===== src/rtl/core/imuacc_pkg.sv =====
// Shared types and constants for the IMU acceleration packet decoder.
// Used by imuacc_ctrl, imuacc_dp and imu_accel_packet_decoder_core.
// No dependencies.
package imuacc_pkg;

   localparam logic [7:0]  HdrFirst     = 8'h55;
   localparam logic [7:0]  HdrSecond    = 8'h51;
   localparam logic [3:0]  CheckPos     = 4'd10;
   localparam logic [15:0] GravityReset = 16'd2509;
   localparam logic [19:0] TempRecip    = 20'd986896;
   localparam int          TempShift    = 24;
   localparam logic [14:0] TempOffset   = 15'd3625;
   localparam int          RootSteps    = 17;
   localparam int          CntWidth     = 5;

   typedef enum logic [2:0] {
      ST_IDLE,
      ST_SCALE,
      ST_SQUARE,
      ST_ROOT,
      ST_OUTPUT
   } state_type;

   typedef struct packed {
      logic       take_byte;
      logic [1:0] lane;
      logic       scale_en;
      logic       sq_load;
      logic       acc_clr;
      logic       acc_add;
      logic       root_step;
      logic       out_load;
      logic       out_bad;
   } cmd_type;

   typedef struct packed {
      logic at_check;
      logic sum_match;
      logic out_full;
   } sts_type;

endpackage


===== src/rtl/core/imu_accel_packet_decoder_core.sv =====
// Top level of the IMU acceleration packet decoder: register port,
// sequencer and datapath. Depends on imuacc_pkg, imuacc_ctrl and imuacc_dp.
//
// The block takes one serial byte per request and hunts for the header 0x55 0x51,
// collects the eleven-byte acceleration packet and checks its 8-bit sum. Only the
// checksum byte produces a result: scaled x, y and z accelerations, temperature in
// hundredths of a degree and the integer magnitude, or all zeros with checksum_ok
// low on a mismatch. Header and payload bytes are taken one per cycle, also while a
// result waits to be taken. After the checksum byte of a good packet the block
// stalls while the result is made: first on the shared scaling multiplier, then on
// the squaring multiplier and accumulator, then in the one-bit-per-cycle square root
// unit, and last to load the result register. A failed packet skips these steps and
// goes straight to the result register. Either case stalls longer for as long as
// an earlier result has not been taken. gravity_scale sits at byte addresses 0 to 3.
module imu_accel_packet_decoder_core (
   input  logic                clock,
   input  logic                reset,
   input  logic                req_valid,
   output logic                req_stall,
   input  logic [7:0]          req_rx_byte,
   output logic                rsp_valid,
   input  logic                rsp_stall,
   output logic signed [16:0]  rsp_accel_x,
   output logic signed [16:0]  rsp_accel_y,
   output logic signed [16:0]  rsp_accel_z,
   output logic signed [14:0]  rsp_temperature_centi,
   output logic [16:0]         rsp_magnitude,
   output logic                rsp_checksum_ok,
   input  logic                csr_psel,
   input  logic                csr_penable,
   input  logic                csr_pwrite,
   input  logic [2:0]          csr_paddr,
   input  logic [31:0]         csr_pwdata,
   output logic [31:0]         csr_prdata,
   output logic                csr_pready
);

   logic [15:0]         gravity_ff, gravity_in;
   imuacc_pkg::cmd_type cmd;
   imuacc_pkg::sts_type sts;

   always_comb begin
      gravity_in = gravity_ff;
      if (csr_psel && csr_penable && csr_pwrite && csr_pready && !csr_paddr[2]) begin
         gravity_in = csr_pwdata[15:0];
      end
   end

   always_ff @(posedge clock) begin
      if (reset) begin
         gravity_ff <= imuacc_pkg::GravityReset;
      end else begin
         gravity_ff <= gravity_in;
      end
   end

   assign csr_pready = 1'b1;
   assign csr_prdata = csr_paddr[2] ? 32'd0 : {16'd0, gravity_ff};

   imuacc_ctrl u_ctrl (
      .clock     (clock),
      .reset     (reset),
      .req_valid (req_valid),
      .req_stall (req_stall),
      .sts       (sts),
      .cmd       (cmd)
   );

   imuacc_dp u_dp (
      .clock                 (clock),
      .reset                 (reset),
      .cmd                   (cmd),
      .sts                   (sts),
      .rx_byte               (req_rx_byte),
      .gravity_scale         (gravity_ff),
      .rsp_stall             (rsp_stall),
      .rsp_valid             (rsp_valid),
      .rsp_accel_x           (rsp_accel_x),
      .rsp_accel_y           (rsp_accel_y),
      .rsp_accel_z           (rsp_accel_z),
      .rsp_temperature_centi (rsp_temperature_centi),
      .rsp_magnitude         (rsp_magnitude),
      .rsp_checksum_ok       (rsp_checksum_ok)
   );

endmodule


===== src/rtl/core/imuacc_ctrl.sv =====
// Sequencer for the packet decoder: byte acceptance and the per-packet
// scale, square and root steps. Depends on imuacc_pkg.
module imuacc_ctrl (
   input  logic                clock,
   input  logic                reset,
   input  logic                req_valid,
   output logic                req_stall,
   input  imuacc_pkg::sts_type sts,
   output imuacc_pkg::cmd_type cmd
);

   localparam int CntWidth = imuacc_pkg::CntWidth;

   imuacc_pkg::state_type                 state_ff, state_in;
   logic [imuacc_pkg::CntWidth-1:0]       cnt_ff, cnt_in;
   logic                                  bad_ff, bad_in;

   always_comb begin
      state_in = state_ff;
      cnt_in   = cnt_ff + 1'b1;
      bad_in   = bad_ff;
      case (state_ff)
         imuacc_pkg::ST_IDLE: begin
            cnt_in = '0;
            if (req_valid && sts.at_check) begin
               bad_in   = !sts.sum_match;
               state_in = sts.sum_match ? imuacc_pkg::ST_SCALE : imuacc_pkg::ST_OUTPUT;
            end
         end
         imuacc_pkg::ST_SCALE: begin
            if (cnt_ff == CntWidth'(2)) begin
               cnt_in   = '0;
               state_in = imuacc_pkg::ST_SQUARE;
            end
         end
         imuacc_pkg::ST_SQUARE: begin
            if (cnt_ff == CntWidth'(3)) begin
               cnt_in   = '0;
               state_in = imuacc_pkg::ST_ROOT;
            end
         end
         imuacc_pkg::ST_ROOT: begin
            if (cnt_ff == CntWidth'(imuacc_pkg::RootSteps - 1)) begin
               cnt_in   = '0;
               state_in = imuacc_pkg::ST_OUTPUT;
            end
         end
         imuacc_pkg::ST_OUTPUT: begin
            cnt_in = '0;
            if (!sts.out_full) begin
               state_in = imuacc_pkg::ST_IDLE;
            end
         end
         default: begin
            cnt_in   = '0;
            state_in = imuacc_pkg::ST_IDLE;
         end
      endcase
   end

   always_comb begin
      cmd       = '0;
      req_stall = 1'b1;
      case (state_ff)
         imuacc_pkg::ST_IDLE: begin
            req_stall     = 1'b0;
            cmd.take_byte = req_valid;
         end
         imuacc_pkg::ST_SCALE: begin
            cmd.scale_en = 1'b1;
            cmd.lane     = cnt_ff[1:0];
         end
         imuacc_pkg::ST_SQUARE: begin
            cmd.sq_load = (cnt_ff != CntWidth'(3));
            cmd.lane    = cnt_ff[1:0];
            cmd.acc_clr = (cnt_ff == '0);
            cmd.acc_add = (cnt_ff != '0);
         end
         imuacc_pkg::ST_ROOT: begin
            cmd.root_step = 1'b1;
         end
         imuacc_pkg::ST_OUTPUT: begin
            cmd.out_load = !sts.out_full;
            cmd.out_bad  = bad_ff;
         end
         default: begin
            req_stall = 1'b1;
         end
      endcase
   end

   always_ff @(posedge clock) begin
      if (reset) begin
         state_ff <= imuacc_pkg::ST_IDLE;
         cnt_ff   <= '0;
         bad_ff   <= 1'b0;
      end else begin
         state_ff <= state_in;
         cnt_ff   <= cnt_in;
         bad_ff   <= bad_in;
      end
   end

`ifndef ASSERT_OFF
   a_load_free: assert property (@(posedge clock) disable iff (reset)
      cmd.out_load |-> !sts.out_full)
      else $error("Result loaded over a waiting result.");

   a_take_idle: assert property (@(posedge clock) disable iff (reset)
      cmd.take_byte |-> (state_ff == imuacc_pkg::ST_IDLE) && req_valid)
      else $error("Byte taken while a packet is being processed.");

   a_root_len: assert property (@(posedge clock) disable iff (reset)
      (state_ff == imuacc_pkg::ST_ROOT) && (state_in == imuacc_pkg::ST_OUTPUT)
      |-> cnt_ff == CntWidth'(imuacc_pkg::RootSteps - 1))
      else $error("Square root left before all steps were done.");
`endif

endmodule


===== src/rtl/core/imuacc_dp.sv =====
// Datapath for the packet decoder: byte framing and checksum, acceleration
// scaling, temperature conversion, square root and the result register.
// Depends on imuacc_pkg.
module imuacc_dp (
   input  logic                clock,
   input  logic                reset,
   input  imuacc_pkg::cmd_type cmd,
   output imuacc_pkg::sts_type sts,
   input  logic [7:0]          rx_byte,
   input  logic [15:0]         gravity_scale,
   input  logic                rsp_stall,
   output logic                rsp_valid,
   output logic signed [16:0]  rsp_accel_x,
   output logic signed [16:0]  rsp_accel_y,
   output logic signed [16:0]  rsp_accel_z,
   output logic signed [14:0]  rsp_temperature_centi,
   output logic [16:0]         rsp_magnitude,
   output logic                rsp_checksum_ok
);

   logic [3:0]                pos_ff, pos_in, pos_eff;
   logic [7:0]                sum_ff, sum_in;
   logic [7:0]                payload_ff [8];
   logic [7:0]                payload_in [8];
   logic [2:0]                wr_idx;

   logic signed [15:0]        raw_t;
   logic signed [15:0]        raw_sel;
   logic signed [32:0]        scale_prod;
   logic signed [16:0]        accel_ff [3];
   logic signed [16:0]        accel_in [3];

   logic signed [18:0]        t_ext, t5;
   logic                      tneg_ff, tneg_in;
   logic [17:0]               tabs_ff, tabs_in;
   logic [37:0]               tq_prod;
   logic [13:0]               tq_ff, tq_in;
   logic signed [14:0]        temp_ff, temp_in;

   logic signed [16:0]        sq_op;
   logic signed [33:0]        sq_prod;
   logic [32:0]               sq_ff, sq_in;
   logic [33:0]               acc_ff, acc_in;
   logic [18:0]               rem_ff, rem_in;
   logic [20:0]               rem_sh;
   logic [18:0]               trial;
   logic [16:0]               root_ff, root_in;

   logic                      rsp_valid_ff, rsp_valid_in;
   logic signed [16:0]        ox_ff, ox_in, oy_ff, oy_in, oz_ff, oz_in;
   logic signed [14:0]        ot_ff, ot_in;
   logic [16:0]               om_ff, om_in;
   logic                      ok_ff, ok_in;

   // Framing and running checksum.
   always_comb begin
      pos_eff    = (pos_ff > imuacc_pkg::CheckPos) ? 4'd0 : pos_ff;
      pos_in     = pos_ff;
      sum_in     = sum_ff;
      payload_in = payload_ff;
      wr_idx     = 3'(pos_eff - 4'd2);
      if (cmd.take_byte) begin
         pos_in = pos_eff;
         if (pos_eff == 4'd0) begin
            if (rx_byte == imuacc_pkg::HdrFirst) begin
               pos_in = 4'd1;
               sum_in = rx_byte;
            end
         end else if (pos_eff == 4'd1) begin
            if (rx_byte == imuacc_pkg::HdrSecond) begin
               pos_in = 4'd2;
               sum_in = sum_ff + rx_byte;
            end else if (rx_byte == imuacc_pkg::HdrFirst) begin
               sum_in = rx_byte;
            end else begin
               pos_in = 4'd0;
               sum_in = 8'd0;
            end
         end else if (pos_eff < imuacc_pkg::CheckPos) begin
            payload_in[wr_idx] = rx_byte;
            sum_in             = sum_ff + rx_byte;
            pos_in             = pos_eff + 4'd1;
         end else begin
            pos_in = 4'd0;
            sum_in = 8'd0;
         end
      end
   end

   assign sts.at_check  = (pos_eff == imuacc_pkg::CheckPos);
   assign sts.sum_match = (rx_byte == sum_ff);
   assign sts.out_full  = rsp_valid_ff;

   // Acceleration scaling and the three temperature steps share the lane code.
   assign raw_t = $signed({payload_ff[7], payload_ff[6]});

   always_comb begin
      case (cmd.lane)
         2'd0:    raw_sel = $signed({payload_ff[1], payload_ff[0]});
         2'd1:    raw_sel = $signed({payload_ff[3], payload_ff[2]});
         default: raw_sel = $signed({payload_ff[5], payload_ff[4]});
      endcase
      scale_prod = raw_sel * $signed({1'b0, gravity_scale});
      t_ext      = 19'(raw_t);
      t5         = (t_ext <<< 2) + t_ext;
      tq_prod    = tabs_ff * imuacc_pkg::TempRecip;
      accel_in   = accel_ff;
      tneg_in    = tneg_ff;
      tabs_in    = tabs_ff;
      tq_in      = tq_ff;
      temp_in    = temp_ff;
      if (cmd.scale_en) begin
         case (cmd.lane)
            2'd0: begin
               accel_in[0] = scale_prod[31:15];
               tneg_in     = t5[18];
               tabs_in     = t5[18] ? 18'(-t5) : 18'(t5);
            end
            2'd1: begin
               accel_in[1] = scale_prod[31:15];
               tq_in       = 14'(tq_prod >> imuacc_pkg::TempShift);
            end
            default: begin
               accel_in[2] = scale_prod[31:15];
               temp_in     = tneg_ff ? $signed(imuacc_pkg::TempOffset - {1'b0, tq_ff})
                                     : $signed(imuacc_pkg::TempOffset + {1'b0, tq_ff});
            end
         endcase
      end
   end

   // Sum of squares, then a restoring square root, two radicand bits a step.
   always_comb begin
      case (cmd.lane)
         2'd0:    sq_op = accel_ff[0];
         2'd1:    sq_op = accel_ff[1];
         default: sq_op = accel_ff[2];
      endcase
      sq_prod = sq_op * sq_op;
      sq_in   = cmd.sq_load ? sq_prod[32:0] : sq_ff;
      rem_sh  = {rem_ff, acc_ff[33:32]};
      trial   = {root_ff[16:0], 2'b01};
      acc_in  = acc_ff;
      rem_in  = rem_ff;
      root_in = root_ff;
      if (cmd.acc_clr) begin
         acc_in  = '0;
         rem_in  = '0;
         root_in = '0;
      end else if (cmd.acc_add) begin
         acc_in = acc_ff + 34'(sq_ff);
      end else if (cmd.root_step) begin
         acc_in = acc_ff << 2;
         if (rem_sh >= 21'(trial)) begin
            rem_in  = 19'(rem_sh - 21'(trial));
            root_in = {root_ff[15:0], 1'b1};
         end else begin
            rem_in  = 19'(rem_sh);
            root_in = {root_ff[15:0], 1'b0};
         end
      end
   end

   // Result register.
   always_comb begin
      rsp_valid_in = rsp_valid_ff;
      ox_in = ox_ff;
      oy_in = oy_ff;
      oz_in = oz_ff;
      ot_in = ot_ff;
      om_in = om_ff;
      ok_in = ok_ff;
      if (cmd.out_load) begin
         rsp_valid_in = 1'b1;
         ox_in = cmd.out_bad ? '0 : accel_ff[0];
         oy_in = cmd.out_bad ? '0 : accel_ff[1];
         oz_in = cmd.out_bad ? '0 : accel_ff[2];
         ot_in = cmd.out_bad ? '0 : temp_ff;
         om_in = cmd.out_bad ? '0 : root_ff;
         ok_in = !cmd.out_bad;
      end else if (rsp_valid_ff && !rsp_stall) begin
         rsp_valid_in = 1'b0;
      end
   end

   always_ff @(posedge clock) begin
      if (reset) begin
         pos_ff       <= '0;
         sum_ff       <= '0;
         rsp_valid_ff <= 1'b0;
      end else begin
         pos_ff       <= pos_in;
         sum_ff       <= sum_in;
         rsp_valid_ff <= rsp_valid_in;
      end
   end

   always_ff @(posedge clock) begin
      payload_ff <= payload_in;
      accel_ff   <= accel_in;
      tneg_ff    <= tneg_in;
      tabs_ff    <= tabs_in;
      tq_ff      <= tq_in;
      temp_ff    <= temp_in;
      sq_ff      <= sq_in;
      acc_ff     <= acc_in;
      rem_ff     <= rem_in;
      root_ff    <= root_in;
      ox_ff      <= ox_in;
      oy_ff      <= oy_in;
      oz_ff      <= oz_in;
      ot_ff      <= ot_in;
      om_ff      <= om_in;
      ok_ff      <= ok_in;
   end

   assign rsp_valid             = rsp_valid_ff;
   assign rsp_accel_x           = ox_ff;
   assign rsp_accel_y           = oy_ff;
   assign rsp_accel_z           = oz_ff;
   assign rsp_temperature_centi = ot_ff;
   assign rsp_magnitude         = om_ff;
   assign rsp_checksum_ok       = ok_ff;

`ifndef ASSERT_OFF
   a_pos_range: assert property (@(posedge clock) disable iff (reset)
      pos_ff <= imuacc_pkg::CheckPos)
      else $error("Byte position beyond the checksum byte.");

   a_bad_zero: assert property (@(posedge clock) disable iff (reset)
      rsp_valid_ff && !ok_ff |-> (ox_ff == '0) && (oy_ff == '0) && (oz_ff == '0)
                                 && (ot_ff == '0) && (om_ff == '0))
      else $error("Failed packet carries nonzero fields.");

   a_rsp_hold: assert property (@(posedge clock) disable iff (reset)
      rsp_valid_ff && rsp_stall |=> rsp_valid_ff && $stable(ox_ff) && $stable(oy_ff)
                                    && $stable(oz_ff) && $stable(ot_ff) && $stable(om_ff)
                                    && $stable(ok_ff))
      else $error("Waiting result changed while stalled.");
`endif

endmodule


===== config.mk =====
export PLATFORM = sky130hd
export DESIGN_NAME = imu_accel_packet_decoder_core
export DESIGN_NICKNAME = d
export VERILOG_FILES = /design/src/rtl/core/imuacc_pkg.sv /design/src/rtl/core/imu_accel_packet_decoder_core.sv /design/src/rtl/core/imuacc_ctrl.sv /design/src/rtl/core/imuacc_dp.sv
export SDC_FILE = /design/constraint.sdc
export NUM_CORES = 2
export LEC_CHECK = 0
export BUFFER_PORTS_ARGS = -buffer_cell sky130_fd_sc_hd__buf_2
export CAP_MARGIN = 20
export CORE_MARGIN = 5
export CORE_UTILIZATION = 55
export CTS_CLUSTER_DIAMETER = 60
export DETAILED_ROUTE_END_ITERATION = 10
export GPL_TIMING_DRIVEN = 0
export PLACE_DENSITY = 0.72
export REMOVE_ABC_BUFFERS = 1
export SLEW_MARGIN = 20
export SYNTH_ARGS = -nofsm -noshare
export SYNTH_HDL_FRONTEND = slang
export SYNTH_SLANG_ARGS = --single-unit
export TNS_END_PERCENT = 100

===== constraint.sdc =====
create_clock -name clock -period 11.4 [get_ports clock]
set_input_delay 0.57 -clock clock [delete_from_list [all_inputs] [get_ports clock]]
set_output_delay 0.57 -clock clock [all_outputs]
set_load 0.05 [all_outputs]

# After elaboration in Yosys (flattened, before gate mapping)
# Index checks and enable logic that the tools add are counted.
[word_totals] regBits=388 inputBits=50 wordCells=148
[classes] addsub=10 n_mul=3 order_cmp=5 n_eq_ne=20 mux=45 bitwise_logic=5 n_reduce_logical=28
[op_table] operator="34-bit 2-to-1 mux" count=2
[op_table] operator="64-bit bitwise mux" count=1
[op_table] operator="8-bit 2-to-1 mux" count=7
[op_table] operator="34-bit by 33-bit adder with 34-bit output" count=1
[op_table] operator="18-bit by 16-bit multiplier with 34-bit output, second input constant" count=1
[op_table] operator="17-bit case mux with 2 select lines" count=1
[op_table] operator="17-bit by 17-bit multiplier with 33-bit output" count=1
[op_table] operator="16-bit by 17-bit multiplier with 32-bit output" count=1
[op_table] operator="16-bit case mux with 2 select lines" count=1
[op_table] operator="4-bit 2-to-1 mux" count=7
[op_table] operator="8-bit demux with 3-bit select" count=1
[op_table] operator="21-bit by 19-bit >= comparator with 1-bit output" count=1
[op_table] operator="3-bit 2-to-1 mux" count=7
[op_table] operator="18-bit by 16-bit adder with 19-bit output" count=1
[op_table] operator="19-bit 2-to-1 mux" count=1
[op_table] operator="19-bit subtractor" count=1
[op_table] operator="18-bit 2-to-1 mux" count=1
[op_table] operator="18-bit negator" count=1
[op_table] operator="8-bit by 7-bit == test with 1-bit output, second input constant" count=2
[op_table] operator="16-bit 2-to-1 mux" count=1
[op_table] operator="12-bit by 14-bit adder with 15-bit output, first input constant" count=1
[op_table] operator="15-bit 2-to-1 mux" count=1
[op_table] operator="5-bit 2-to-1 mux" count=3
[op_table] operator="3-bit case mux with 5 select lines" count=1
[op_table] operator="38 further kinds" count=70

# Longest topological paths before layout
[depth] ltp_word=9 ltp_mapped=34

# Hierarchy
# Synthesis repeated with hierarchy kept, for this count alone.
[hier_totals] cells_unflattened=4059 area_unflattened_um2=40734.1
[modules_own_cells] mod="imuacc_dp" instances=1 cells_each=3878 area_per_inst_um2=39187.6
[modules_own_cells] mod="imu_accel_packet_decoder_core" instances=1 cells_each=106 area_per_inst_um2=952.2
[modules_own_cells] mod="imuacc_ctrl" instances=1 cells_each=75 area_per_inst_um2=594.3

# Least setup slack after synthesis
# No wires, ideal clock.
[synth_path] path_kind="reg2reg" from="register u_ctrl.state_ff[0]" to="register u_dp.sq_ff[32], data pin" arrival_ps=7843 required_ps=11140 slack_ps=3297 stages_incl_launch_ff=32 n_path_buf=5 synth_period_minus_slack_ps=8103 path_cell_list="dfxtp_1 -> buf_4 -> xnor2_2 -> or4_1 -> buf_2 -> clkbuf_1 -> o22a_1 -> o21ai_1 -> clkbuf_1 -> nor2_1 -> fa_1 -> inv_1 -> fa_1 -> inv_1 -> fa_1 -> fa_1 -> fa_1 -> inv_1 -> fa_1 -> inv_1 -> ha_1 -> clkbuf_1 -> a21o_1 -> a21o_1 -> a21o_1 -> a21oi_1 -> o21ai_0 -> a22o_1 -> a2111oi_0 -> o21ai_0 -> a21oi_1 -> xnor2_1"
[synth_between] elab_chain_len=6 elab_cells_between_ends=8 cone_classes="mul: 1; eq/ne: 3; mux: 2; reduce/logical: 2"
[synth_rtl] item="start, declared" line_no="imuacc_ctrl.sv:14" text="imuacc_pkg::state_type state_ff, state_in;"
[synth_rtl] item="start signal, assigned" line_no="imuacc_ctrl.sv:94" text="state_ff <= imuacc_pkg::ST_IDLE;"
[synth_rtl] item="start signal, assigned" line_no="imuacc_ctrl.sv:98" text="state_ff <= state_in;"
[synth_rtl] item="3-bit by 2-bit == test with 1-bit output / 3-bit by 1-bit == test with 1-bit output (equally long branches)" line_no="imuacc_ctrl.sv:64" text="case (state_ff)"
[synth_rtl] item="2-bit OR reduction (no source line) (*)"
[synth_rtl] item="2-bit 2-to-1 mux (*)" line_no="imuacc_ctrl.sv:64"
[synth_rtl] item="2-bit by 1-bit == test with 1-bit output / 2-bit logical NOT (equally long branches)" line_no="imuacc_dp.sv:134" text="case (cmd.lane)"
[synth_rtl] item="17-bit case mux with 2 select lines (*)" line_no="imuacc_dp.sv:134"
[synth_rtl] item="17-bit by 17-bit multiplier with 33-bit output (*)" line_no="imuacc_dp.sv:139" text="sq_prod = sq_op * sq_op;"
[synth_rtl] item="via u_dp.sq_prod[32]" line_no="imuacc_dp.sv:41" text="logic signed [33:0] sq_prod;"
[synth_rtl] item="end signal, assigned" line_no="imuacc_dp.sv:205" text="sq_ff <= sq_in;"
[synth_rtl] item="end, declared" line_no="imuacc_dp.sv:42" text="logic [32:0] sq_ff, sq_in;"
# The timed path passes the listed nets; every way through them passes the cells marked *.
# A chain may end at the register's enable or synchronous reset.

# Worst setup path after layout
# Ends and elaborated chain as after synthesis.

==> results.tsv <==
metric	value	unit
Critical Path Sink Type	register	
initial core utilization	0.557	
CTS tree	built	
count of standard-cell rows	98	
die extent in x	280	um
final critical-path required period	10050	ps
total of warnings raised by yosys	0	
R2R depth	28	
worst path bufs/invs	6	
Worst path depth	28	
number of enable-type register cells in the synthesized netlist	279	
floorplan core area	0.0717	mm2
number of global-route vias before repair	28900	
die outline height	280	um
total count of hold-check failures in the final report	0	
main combinational cell family by area after synthesis	adder cells	
proportion of layout cells with a drive suffix above 1	0.0744	
Gates resized, CTS repair	0	
share of the clock period used by the worst path	0.882	
Most common cell on crit path	sky130_fd_sc_hd__fa_1	
critical path type	reg -> reg	
Placement Cell Area	0.0418	mm2
number of buffers added for setup after CTS	0	
path type of the worst min-delay path	in -> reg	
All-Layer GR Usage	0.230	
CP max-delay cell	sky130_fd_sc_hd__or4_2	
# clock sinks	387	
Layout Skew	28.7	ps
number of ports placed on the die boundary	169	
half-perimeter wire length after placement	69900	um
post-synth cell types	81	
number of nets still failing antenna checks after routing	0	
post-detailed-route wirelength per cell	17.7	um
most used cells in the layout excluding fill and tap cells	686 x sky130_fd_sc_hd__inv_1, 538 x sky130_fd_sc_hd__fa_1, 408 x sky130_fd_sc_hd__ha_1	
Post-synth top flop	sky130_fd_sc_hd__edfxtp_1	
pin slew with the least headroom to its limit	1150	ps
cell family contributing the most delay on the critical path	adder cells	
antenna violations before repair	1	
maximum single-stage delay on the critical path	1030	ps
Worst EP required	11700	ps
total power density per cell area	94.0	mW/mm2
buffers from clock root to sink, at most	3	
post-synthesis compound-gate area fraction	0.0889	
total detailed-routing wirelength	88900	um
type of origin of the critical path	register	
Area Growth Syn to Fin	8.56	%
total number of vias	27600	
Setup Total Neg Slack	0	ps
Final GP Congestion	0.919	
worst hold path cell count	3	
Fill cells	6003	
hold bufs inserted after CTS	0	
flip-flop and latch count after synthesis	387	
biggest area consumer among synthesized cells	sky130_fd_sc_hd__fa_1	
async set-or-reset flop fraction in the synthesized netlist	0	
Antenna Cells	0	
peak supply drop	0.000103	V
port buffer count	133	
CTS Buf Count	46	
total congestion overflow after global routing	0	
Area contributors post-synth	sky130_fd_sc_hd__fa_1 27%, sky130_fd_sc_hd__edfxtp_1 21%, sky130_fd_sc_hd__ha_1 13%	
final design instance area without fill	0.0434	mm2
mean instance size in the synthesized netlist	10.1	um2
maximum number of pins on one net before global-route repair	50	
final slew viol count	0	
share of the synthesized netlist area taken by xor and xnor gates	0.0372	
Max Clk Rate	0.0995	GHz
headroom to the max-slew limit	0.233	
fraction of the yosys area taken by sequential cells	0.264	
Skew-Pair Late Insertion Delay	600	ps
first-pass GRT wire length	146000	um
detailed-router iteration count before antenna repair	5	
max-cap violation count	0	
die area	0.0781	mm2
cell count after placement	4935	
final std cells w/o fill	5022	
routed via count divided by cell count	5.49	
cell chosen for the clock root	sky130_fd_sc_hd__clkbuf_16	
remaining routing DRC violations	0	
signal arrival time at the worst endpoint	10360	ps
top cell type's share of synthesized area	0.270	
CP Max Fanout	34	
final net count	5030	
setup repair after global routing missed its margin	no	
First DRT Iteration DRCs	1706	
share of synthesized cell area in and, or, nand and nor gates	0.122	
run status	finished, final reports clean	
mux share of post-synthesis cell area	0.0103	
Synth Cell Area	0.0400	mm2
gate count of the mapped netlist	3955	
synthesized-area fraction occupied by adder cells	0.397	
most common cell after layout, fill and taps aside	sky130_fd_sc_hd__inv_1	
clock-pin slew of the registers on the worst-case setup and hold paths	60	ps
number of H-tree branching levels	2	
Finish-stage setup viols	0	
leakage power figure	20.3	nW
==> registers in the layout (all words and copies together) (netlist names), 4 cells and up <==
register,cells
u_dp.payload_ff,64
u_dp.accel_ff,51
u_dp.acc_ff,34
u_dp.sq_ff,32
u_dp.rem_ff,19
u_dp.tabs_ff,18
u_dp.root_ff,17
u_dp.rsp_accel_x,17
u_dp.rsp_accel_y,17
u_dp.rsp_accel_z,17
u_dp.rsp_magnitude,17
gravity_ff,16
u_dp.rsp_temperature_centi,15
u_dp.temp_ff,15
u_dp.tq_ff,14
u_dp.sum_ff,8
u_ctrl.cnt_ff,5
u_dp.pos_ff,4
==> metal layers <==
metal  part of all wire  track usage  vias up  wire [um]
met5                  0            0        -          0
met4              0.035       0.0778        0       3130
met3              0.068       0.0355      166       6010
met2               0.47        0.383      862      41400
met1               0.43        0.311    13500      38400
li1                   -            -    13000          -
==> synth_stat cells, types with 15 or more instances <==
cell,n
sky130_fd_sc_hd__nand2b_1,23
sky130_fd_sc_hd__a21oi_1,158
sky130_fd_sc_hd__inv_1,687
sky130_fd_sc_hd__o21a_1,18
sky130_fd_sc_hd__o22a_1,18
sky130_fd_sc_hd__nor3_1,43
sky130_fd_sc_hd__and2_1,192
sky130_fd_sc_hd__dfxtp_1,108
sky130_fd_sc_hd__a21o_1,62
sky130_fd_sc_hd__edfxtp_1,279
sky130_fd_sc_hd__o31ai_1,15
sky130_fd_sc_hd__a31oi_1,19
sky130_fd_sc_hd__o21ai_0,99
sky130_fd_sc_hd__clkbuf_1,109
sky130_fd_sc_hd__a211oi_1,17
sky130_fd_sc_hd__or2_2,15
sky130_fd_sc_hd__nand3_1,43
sky130_fd_sc_hd__xnor2_1,114
sky130_fd_sc_hd__fa_1,538
sky130_fd_sc_hd__mux2i_1,39
sky130_fd_sc_hd__o22ai_1,36
sky130_fd_sc_hd__nor2b_1,35
sky130_fd_sc_hd__ha_1,408
sky130_fd_sc_hd__nor2_1,236
sky130_fd_sc_hd__nand2_1,361
sky130_fd_sc_hd__buf_4,18
sky130_fd_sc_hd__xor2_1,54
==> cells by family after synthesis <==
group	count (synthesis)
AND/OR/NAND/NOR	1027
adder cells (fa/ha/maj)	946
buffers and inverters	833
AO/OA/AOI/OAI	550
flip-flops	387
XOR/XNOR	169
multiplexers	41
other	2
==> layout make-up <==
type                    count  area (um2)  share of cell area
multi-input cells        2750       26400               0.609
flip-flops and latches    387       10500               0.243
inverters                 695        2610              0.0601
clock buffers              59        1230              0.0284
well taps                 950        1190              0.0274
repair buffers            154        1020              0.0235
clock inverters            27         362             0.00834
==> where the power goes <==
part / leakage, nW / switching [mW] / total, mW / internal (mW)
logic: 16.2 / 0.552 / 0.924 / 0.373
registers: 3.42 / 0.0307 / 1.63 / 1.60
clock network: 0.769 / 0.629 / 1.53 / 0.898
total: 20.3 / 1.21 / 4.08 / 2.87
==> worst min-delay path, delay by kind of cell <==
kind / cells / cell delay [ps]
buffers and inverters: 1 / 70
and+or+nand+nor: 2 / 100
==> worst paths after layout <==
check	startpoint	to	slack (ps)
worst min-delay path	csr_pwdata[6]	gravity_ff[6]	190
worst max-delay path	u_ctrl.state_ff[0]	u_dp.sq_ff[32]	1350
worst max register to register	u_ctrl.state_ff[0]	u_dp.sq_ff[32]	1350
worst min register to register	u_ctrl.bad_ff	u_ctrl.bad_ff	450
==> stage by stage <==
stage	setup slack, ps	power (mW)	hold slack (ps)	util
2_1_floorplan	2860	2.33	426	-
3_3_place_gp	402	2.55	440	0.575
3_5_place_dp	1490	2.57	448	0.582
4_1_cts	1430	4.10	166	0.605
5_1_grt	837	4.27	191	0.605
6_report	1350	4.08	188	0.605
Note: power is estimated with default switching activity, not from simulation.
